## config.mk

```make
export PLATFORM = sky130hd
export DESIGN_NAME = rational_add_reduce_compare
export DESIGN_NICKNAME = d
export VERILOG_FILES = /design/src/rtl/core/rac_pkg.sv /design/src/rtl/core/rational_add_reduce_compare.sv
export SDC_FILE = /design/constraint.sdc
export NUM_CORES = 2
export LEC_CHECK = 0
export BUFFER_PORTS_ARGS = -buffer_cell sky130_fd_sc_hd__buf_4
export CORE_ASPECT_RATIO = 1.75
export CORE_MARGIN = 10
export CORE_UTILIZATION = 52
export CTS_CLUSTER_DIAMETER = 60
export DETAILED_ROUTE_END_ITERATION = 10
export GPL_TIMING_DRIVEN = 1
export PLACE_DENSITY = 0.69
export SKIP_LAST_GASP = 1
export SLEW_MARGIN = 10
export SYNTH_ARGS = -nofsm -noshare
export SYNTH_HDL_FRONTEND = slang
export SYNTH_SLANG_ARGS = --single-unit
```

## constraint.sdc

```tcl
create_clock -name aclk -period 24.9 [get_ports aclk]
set_clock_uncertainty 0.1 [all_clocks]
set_input_delay 3.735 -clock aclk [delete_from_list [all_inputs] [get_ports aclk]]
set_output_delay 3.735 -clock aclk [all_outputs]
set_load 0.1 [all_outputs]
```

## src/rtl/core/rac_pkg.sv

```systemverilog
package rac_pkg;
    localparam int OPERAND_WIDTH_DEF = 16;
    localparam int SUM_NUM_W = 33;
    localparam int SUM_DEN_W = 31;

    typedef enum logic [9:0] {
        ST_IDLE  = 10'b0000000001,
        ST_RED   = 10'b0000000010,
        ST_GCD   = 10'b0000000100,
        ST_DIV   = 10'b0000001000,
        ST_NEXT  = 10'b0000010000,
        ST_MUL   = 10'b0000100000,
        ST_SUM   = 10'b0001000000,
        ST_SETUP = 10'b0010000000,
        ST_DONE  = 10'b0100000000,
        ST_OUT   = 10'b1000000000
    } state_t;
endpackage

```

## src/rtl/core/rational_add_reduce_compare.sv

```systemverilog
// Rational adder: reduces a/b and c/d to lowest terms, returns the reduced sum
// with a positive denominator plus equal and less-than flags of the operands.
// One item at a time; s_ready is high only when idle. All gcd and exact-division
// work runs on one shared subtract/shift unit: each remainder step is restoring
// division, one quotient bit per cycle over the 2*OPERAND_WIDTH+1 bit value width.
// Each Euclid step is one such division, and dividing out the gcd takes two more,
// for the numerator, then the denominator. There are three reduced pairs per item
// (both operands, then the sum), plus loading, the three products and the sum.
// A zero denominator presents its result in the cycle after the input transfer.
module rational_add_reduce_compare
    import rac_pkg::*;
#(
    parameter int OPERAND_WIDTH = OPERAND_WIDTH_DEF
) (
    input  logic                          aclk,
    input  logic                          aresetn,
    input  logic                          s_valid,
    output logic                          s_ready,
    input  logic signed [OPERAND_WIDTH-1:0] s_first_num,
    input  logic signed [OPERAND_WIDTH-1:0] s_first_den,
    input  logic signed [OPERAND_WIDTH-1:0] s_second_num,
    input  logic signed [OPERAND_WIDTH-1:0] s_second_den,
    output logic                          m_valid,
    input  logic                          m_ready,
    output logic signed [SUM_NUM_W-1:0]   m_sum_num,
    output logic        [SUM_DEN_W-1:0]   m_sum_den,
    output logic                          m_is_equal,
    output logic                          m_is_less,
    output logic                          m_zero_den_error
);
    // magnitude widths: operand, product, sum
    localparam int MW = OPERAND_WIDTH;
    localparam int PW = 2 * OPERAND_WIDTH;
    localparam int VW = PW + 1;
    localparam int CW = $clog2(VW + 1);

    state_t state_reg;
    logic [1:0] pair_reg;       // 0 first, 1 second, 2 sum
    logic [VW-1:0] x_reg, y_reg;     // euclid pair
    logic [VW-1:0] n_reg, d_reg;     // current magnitudes
    logic [VW-1:0] g_reg;
    logic [VW-1:0] rem_reg, quo_reg, dvd_reg, dvs_reg;
    logic [CW-1:0] cnt_reg;
    logic [1:0] dsel_reg;       // 0 gcd remainder, 1 divide n, 2 divide d
    logic neg_reg;
    logic [MW:0] an_reg, ad_reg, cn_reg, cd_reg;
    logic an_neg_reg, cn_neg_reg;
    logic signed [SUM_NUM_W-1:0] sum_num_reg;
    logic [SUM_DEN_W-1:0] sum_den_reg;
    logic eq_reg, lt_reg, err_reg;
    logic signed [OPERAND_WIDTH-1:0] in_a_reg, in_b_reg, in_c_reg, in_d_reg;
    logic [PW-1:0] m1_reg, m2_reg;
    logic [PW-1:0] mul_a, mul_b;
    logic [PW-1:0] mul_p;

    // shared subtractor of the restoring divider
    logic [VW-1:0] trial;
    logic [VW:0] diff;
    assign trial = {rem_reg[VW-2:0], dvd_reg[VW-1]};
    assign diff = {1'b0, trial} - {1'b0, dvs_reg};

    // one multiplier, used for both cross products and the denominator product
    assign mul_p = mul_a * mul_b;
    always_comb begin
        mul_a = '0;
        mul_b = '0;
        unique case (cnt_reg[1:0])
            2'd0: begin mul_a = PW'(an_reg); mul_b = PW'(cd_reg); end
            2'd1: begin mul_a = PW'(cn_reg); mul_b = PW'(ad_reg); end
            default: begin mul_a = PW'(ad_reg); mul_b = PW'(cd_reg); end
        endcase
    end

    function automatic logic [MW:0] mag_f(input logic signed [OPERAND_WIDTH-1:0] v);
        logic [MW:0] e;
        e = {v[OPERAND_WIDTH-1], v};
        return v[OPERAND_WIDTH-1] ? (MW+1)'(~e + 1'b1) : e;
    endfunction

    assign s_ready = (state_reg == ST_IDLE);
    assign m_valid = (state_reg == ST_OUT);
    assign m_sum_num = sum_num_reg;
    assign m_sum_den = sum_den_reg;
    assign m_is_equal = eq_reg;
    assign m_is_less = lt_reg;
    assign m_zero_den_error = err_reg;

    // sequencer
    always_ff @(posedge aclk) begin
        if (!aresetn) begin
            state_reg <= ST_IDLE;
        end else begin
            unique case (state_reg)
                ST_IDLE: begin
                    if (s_valid) begin
                        in_a_reg <= s_first_num;
                        in_b_reg <= s_first_den;
                        in_c_reg <= s_second_num;
                        in_d_reg <= s_second_den;
                        pair_reg <= 2'd0;
                        if (s_first_den == '0 || s_second_den == '0) begin
                            err_reg <= 1'b1;
                            sum_num_reg <= '0;
                            sum_den_reg <= SUM_DEN_W'(1);
                            eq_reg <= 1'b0;
                            lt_reg <= 1'b0;
                            state_reg <= ST_OUT;
                        end else begin
                            err_reg <= 1'b0;
                            state_reg <= ST_RED;
                        end
                    end
                end
                // load a pair for reduction
                ST_RED: begin
                    if (pair_reg == 2'd0) begin
                        n_reg <= VW'(mag_f(in_a_reg));
                        d_reg <= VW'(mag_f(in_b_reg));
                        neg_reg <= in_a_reg[OPERAND_WIDTH-1] ^ in_b_reg[OPERAND_WIDTH-1];
                        x_reg <= VW'(mag_f(in_a_reg));
                        y_reg <= VW'(mag_f(in_b_reg));
                    end else begin
                        n_reg <= VW'(mag_f(in_c_reg));
                        d_reg <= VW'(mag_f(in_d_reg));
                        neg_reg <= in_c_reg[OPERAND_WIDTH-1] ^ in_d_reg[OPERAND_WIDTH-1];
                        x_reg <= VW'(mag_f(in_c_reg));
                        y_reg <= VW'(mag_f(in_d_reg));
                    end
                    state_reg <= ST_GCD;
                end
                // euclid: start x mod y, or finish
                ST_GCD: begin
                    if (y_reg == '0) begin
                        g_reg <= (x_reg == '0) ? VW'(1) : x_reg;
                        dvd_reg <= n_reg;
                        dvs_reg <= (x_reg == '0) ? VW'(1) : x_reg;
                        dsel_reg <= 2'd1;
                    end else begin
                        dvd_reg <= x_reg;
                        dvs_reg <= y_reg;
                        dsel_reg <= 2'd0;
                    end
                    rem_reg <= '0;
                    quo_reg <= '0;
                    cnt_reg <= CW'(VW);
                    state_reg <= ST_DIV;
                end
                // one quotient bit per cycle
                ST_DIV: begin
                    if (cnt_reg == '0) begin
                        state_reg <= ST_NEXT;
                    end else begin
                        dvd_reg <= {dvd_reg[VW-2:0], 1'b0};
                        if (!diff[VW]) begin
                            rem_reg <= diff[VW-1:0];
                            quo_reg <= {quo_reg[VW-2:0], 1'b1};
                        end else begin
                            rem_reg <= trial;
                            quo_reg <= {quo_reg[VW-2:0], 1'b0};
                        end
                        cnt_reg <= cnt_reg - 1'b1;
                    end
                end
                ST_NEXT: begin
                    rem_reg <= '0;
                    quo_reg <= '0;
                    unique case (dsel_reg)
                        2'd0: begin
                            x_reg <= y_reg;
                            y_reg <= rem_reg;
                            cnt_reg <= CW'(VW);
                            state_reg <= ST_GCD;
                        end
                        2'd1: begin
                            n_reg <= quo_reg;
                            dvd_reg <= d_reg;
                            dvs_reg <= g_reg;
                            dsel_reg <= 2'd2;
                            cnt_reg <= CW'(VW);
                            state_reg <= ST_DIV;
                        end
                        default: begin
                            d_reg <= quo_reg;
                            cnt_reg <= '0;
                            state_reg <= ST_DONE;
                        end
                    endcase
                end
                // store a reduced pair
                ST_DONE: begin
                    unique case (pair_reg)
                        2'd0: begin
                            an_reg <= (MW+1)'(n_reg);
                            ad_reg <= (MW+1)'(d_reg);
                            an_neg_reg <= neg_reg && (n_reg != '0);
                            pair_reg <= 2'd1;
                            state_reg <= ST_RED;
                        end
                        2'd1: begin
                            cn_reg <= (MW+1)'(n_reg);
                            cd_reg <= (MW+1)'(d_reg);
                            cn_neg_reg <= neg_reg && (n_reg != '0);
                            pair_reg <= 2'd2;
                            cnt_reg <= '0;
                            state_reg <= ST_MUL;
                        end
                        default: begin
                            sum_num_reg <= (neg_reg && n_reg != '0) ?
                                SUM_NUM_W'(~n_reg + 1'b1) : SUM_NUM_W'(n_reg);
                            sum_den_reg <= SUM_DEN_W'(d_reg);
                            state_reg <= ST_OUT;
                        end
                    endcase
                end
                // three products through the one multiplier
                ST_MUL: begin
                    unique case (cnt_reg[1:0])
                        2'd0: m1_reg <= mul_p;
                        2'd1: m2_reg <= mul_p;
                        default: begin
                            d_reg <= VW'(mul_p);
                            y_reg <= VW'(mul_p);
                        end
                    endcase
                    eq_reg <= (an_reg == cn_reg) && (ad_reg == cd_reg)
                              && (an_neg_reg == cn_neg_reg);
                    cnt_reg <= cnt_reg + 1'b1;
                    if (cnt_reg[1:0] == 2'd2) state_reg <= ST_SUM;
                end
                // signed sum in sign-magnitude form and compare
                ST_SUM: begin
                    if (an_neg_reg == cn_neg_reg) begin
                        n_reg <= VW'(m1_reg) + VW'(m2_reg);
                        x_reg <= VW'(m1_reg) + VW'(m2_reg);
                        neg_reg <= an_neg_reg;
                    end else if (m1_reg >= m2_reg) begin
                        n_reg <= VW'(m1_reg - m2_reg);
                        x_reg <= VW'(m1_reg - m2_reg);
                        neg_reg <= an_neg_reg;
                    end else begin
                        n_reg <= VW'(m2_reg - m1_reg);
                        x_reg <= VW'(m2_reg - m1_reg);
                        neg_reg <= cn_neg_reg;
                    end
                    if (an_neg_reg != cn_neg_reg) begin
                        lt_reg <= an_neg_reg && ((m1_reg != '0) || (m2_reg != '0));
                    end else if (an_neg_reg) begin
                        lt_reg <= m1_reg > m2_reg;
                    end else begin
                        lt_reg <= m1_reg < m2_reg;
                    end
                    state_reg <= ST_SETUP;
                end
                ST_SETUP: begin
                    state_reg <= ST_GCD;
                end
                ST_OUT: begin
                    if (m_ready) state_reg <= ST_IDLE;
                end
                default: state_reg <= ST_IDLE;
            endcase
        end
    end
endmodule

```

==> impl_metrics.csv <==
group,metric,value,unit
floorplanning,rows,137,
clock_network,cts_resized,0,
detailed_routing,first_pass_iters,6,
logic_synthesis,avgSynthCellArea,10.0,sq um
power,p_comb_share,17.3,%
floorplanning,die_area,0.0924,sq mm
setup_path,end_kind,"flop",
cells_and_area,drive_gt1_share,8.35,%
power,switching_share,30.6,%
placed_design,numPortBuffers,136,
min_path,hold_class,"reg -> reg",
floorplanning,io_pins,137,
logic_synthesis,syn-instance-count,4157,
floorplanning,die_h,395,um
grt,grt_pass1_vias,33600,
setup_path,r2r_setup_slack,15.58,ns
detailed_routing,dr.first_iter.drc_count,3072,
logic_synthesis,ys_seq_elements,583,
job,cap_violations,0,
clock_network,cts.sinks,583,
timing,maxSlewHeadroom,15.8,%
placed_design,dpl-instance-area,0.0438,sq mm
timing,rsz0062_at_grt,"false",
detailed_routing,drt-total-wl,146000,um
power,ir_worst_vdd,72.5,uV
logic_synthesis,yosys_warnings,0,
clock_network,clockBufferDepth,3,
clock_network,h-tree-depth,2,
clock_network,numCtsBuffers,48,
logic_synthesis,synth_nets,4689,
grt,grt_pass1_wl,213000,um
logic_synthesis,synthArstFlopShare,0,%
floorplanning,die_w,234,um
min_path,hold_depth,0,
setup_path,r2r_end,"m2_reg[31]",
setup_path,crit_type,"reg -> reg",
grt,grt_overflow,0,
logic_synthesis,ys.flop_type,"edfxtp_1",
grt,antenna_found_initial,3,
timing,fmax,107,MHz
status,status,"completed",
clock_network,clk_latency,0.62,ns
power,power,2.44,mW
clock_network,root_buffer,"clkbuf_16",
placed_design,post-place-ws,15.66,ns
grt,grt_util_all_layers,31.3,%
setup_path,path_common_cell,"fa_1",
setup_path,reg2reg_from,"cnt_reg[1]",
placed_design,dp.cells,5189,
power,leakage,18.6,nW
detailed_routing,final_antenna_net_count,0,
power,p_int,1.69,mW
timing,slew_violations,0,
placed_design,gp_congestion,1.03,
detailed_routing,avgRoutedWirePerCell,27.6,um
min_path,hold_path_end,"g_reg[6]",
clock_network,cts_hold_buf,0,
timing,tightest_slew,1.25,ns
logic_synthesis,synth_cell_types,89,
grt,grt_max_degree,90,
cells_and_area,finalInstanceArea,0.0455,sq mm
cells_and_area,area_growth,9.01,%
placed_design,dp_hpwl,114000,um
power,p_per_area,53.7,mW/mm^2
logic_synthesis,syn_area,0.0417,sq mm
cells_and_area,finish.utilization,57.1,%
power,pwr-share-seq,49.3,%
clock_network,cts_setup_buffers,0,
setup_path,arrival,9.58,ns
setup_path,cp-start-kind,"flop",
timing,setup_ws,15.58,ns
timing,fin_crit,9.32,ns
logic_synthesis,synth_edf_count,573,
min_path,worstHoldStart,"x_reg[6]",
setup_path,required,25.15,ns
floorplanning,core_area,0.0797,sq mm
setup_path,r2r_cells,26,
setup_path,max_stage_delay,1.02,ns
timing,hold_viol_final,0,
detailed_routing,vias,32500,
setup_path,critPathMaxFanout,56,
clock_network,cts_tree,"built",
cells_and_area,num-nets-final,4729,
timing,setup_viol,0,
timing,tns,0,ns
cells_and_area,stdcell_count,5280,
logic_synthesis,synth-seq-area-share,41.7,%
floorplanning,initial_core_util,52.3,%
power,p_sw,746,uW
detailed_routing,viasPerCell,6.16,
timing,fin_crit_sh,37.4,%
power,clkPwrFrac,33.4,%
timing,hold_slack,0.442,ns
setup_path,cp_slowest_cell,"mux2i_2",
detailed_routing,route.detailed.drc,0,
clock_network,clk_pin_slew,0.08,ns
[cell type report]
| type | count | area, sq um |
|---|---|---|
| antenna | 1 | 2.50 |
| clock buffer | 51 | 1230 |
| clock inverter | 39 | 423 |
| fill | 7128 | 34200 |
| inverter | 452 | 1700 |
| multi-input combinational | 2919 | 22000 |
| sequential | 583 | 17400 |
| tap | 1042 | 1300 |
| timing repair buffer | 193 | 1450 |
[cells in the mapped netlist (all sizes together) (18+ instances only)]
library cell / n / area share, %
and3: 48 / 0.72
nand2: 496 / 4.5
buf: 45 / 0.61
a211oi: 19 / 0.37
clkbuf: 158 / 1.4
o21ai: 251 / 3.0
mux2: 18 / 0.49
and2: 50 / 0.75
a21oi: 259 / 3.1
nor2: 315 / 2.8
fa: 228 / 11
nor3: 60 / 0.72
mux2i: 84 / 2.0
o21a: 30 / 0.54
nor4: 66 / 1.0
xor2: 94 / 2.0
a21o: 92 / 1.7
xnor2: 113 / 2.4
o211ai: 18 / 0.32
ha: 236 / 7.1
edfxtp: 573 / 41
inv: 450 / 4.1
a22oi: 35 / 0.63
or3: 19 / 0.28
o31ai: 34 / 0.64
o21bai: 38 / 0.68
nor2b: 26 / 0.39
nand2b: 37 / 0.55
nand3: 35 / 0.42
a31oi: 19 / 0.28
nand4: 31 / 0.46
[metal layers]
layer | routed length (um) | track usage [%] | up-vias
met4 | 14800 | 26.3 | 0
met2 | 74000 | 54.8 | 1439
met1 | 47700 | 32.7 | 16100
met3 | 9020 | 3.64 | 522
met5 | 0 | 0 | -
li1 | - | - | 14500
[power groups by stage]
stage | Combinational, mW | Sequential (mW) | Clock [mW]
global route | 0.445 | 1.21 | 0.858
finish | 0.422 | 1.20 | 0.816
detailed placement | 0.419 | 1.22 | 0
global placement | 0.415 | 1.22 | 0
CTS | 0.420 | 1.20 | 0.824
floorplan | 0.194 | 1.29 | 0
[cells in the final DEF (no fill, tap or decap), types with 26 or more instances in the layout]
cell,count
and2_1,49
nand4_1,31
nand2b_1,37
a21o_1,92
and3_1,48
o21ai_0,209
xnor2_1,112
ha_1,236
nor3_1,52
mux2i_1,83
a22oi_1,35
clkbuf_16,49
o21a_1,30
nor2_1,308
nand2_1,495
inv_1,441
o21ai_1,42
xor2_1,93
a21oi_1,252
o21bai_1,37
o31ai_1,32
buf_4,193
edfxtp_1,573
nor2b_1,26
nand3_1,35
fa_1,228
nor4_1,65
[logic make-up after synthesis]
family                     share of synthesized area, %
and+or+nand+nor                                    13.7
AOI/OAI and AO/OA                                  13.6
buffers and inverters                              6.10
DFF                                                41.7
adders and majority gates                          18.0
xor gates and xnor gates                           4.35
muxes                                              2.50
[critical path: cells and delay by family (launching register included)]
kind,cells,cell delay (ns)
xor+xnor,1,0.46
buf+inv,6,0.65
simple gates,6,1.98
fa+ha+maj,7,3.34
mux,1,1.02
compound gates,5,1.15
flops,1,0.36
[how the worst max path moves through the flow]
stage / depth (start not counted) / slack, ns / to / startpoint
after floorplan: 3 / 14.50 / dvd_reg[0] / aresetn
after global placement: 26 / 15.79 / d_reg[31] / cnt_reg[1]
after detailed placement: 26 / 15.66 / m1_reg[31] / cnt_reg[1]
after CTS: 26 / 15.67 / m2_reg[31] / cnt_reg[1]
after global routing: 26 / 15.15 / d_reg[31] / cnt_reg[1]
final: 26 / 15.58 / m2_reg[31] / cnt_reg[1]
Power figures use the tool's default switching activity.
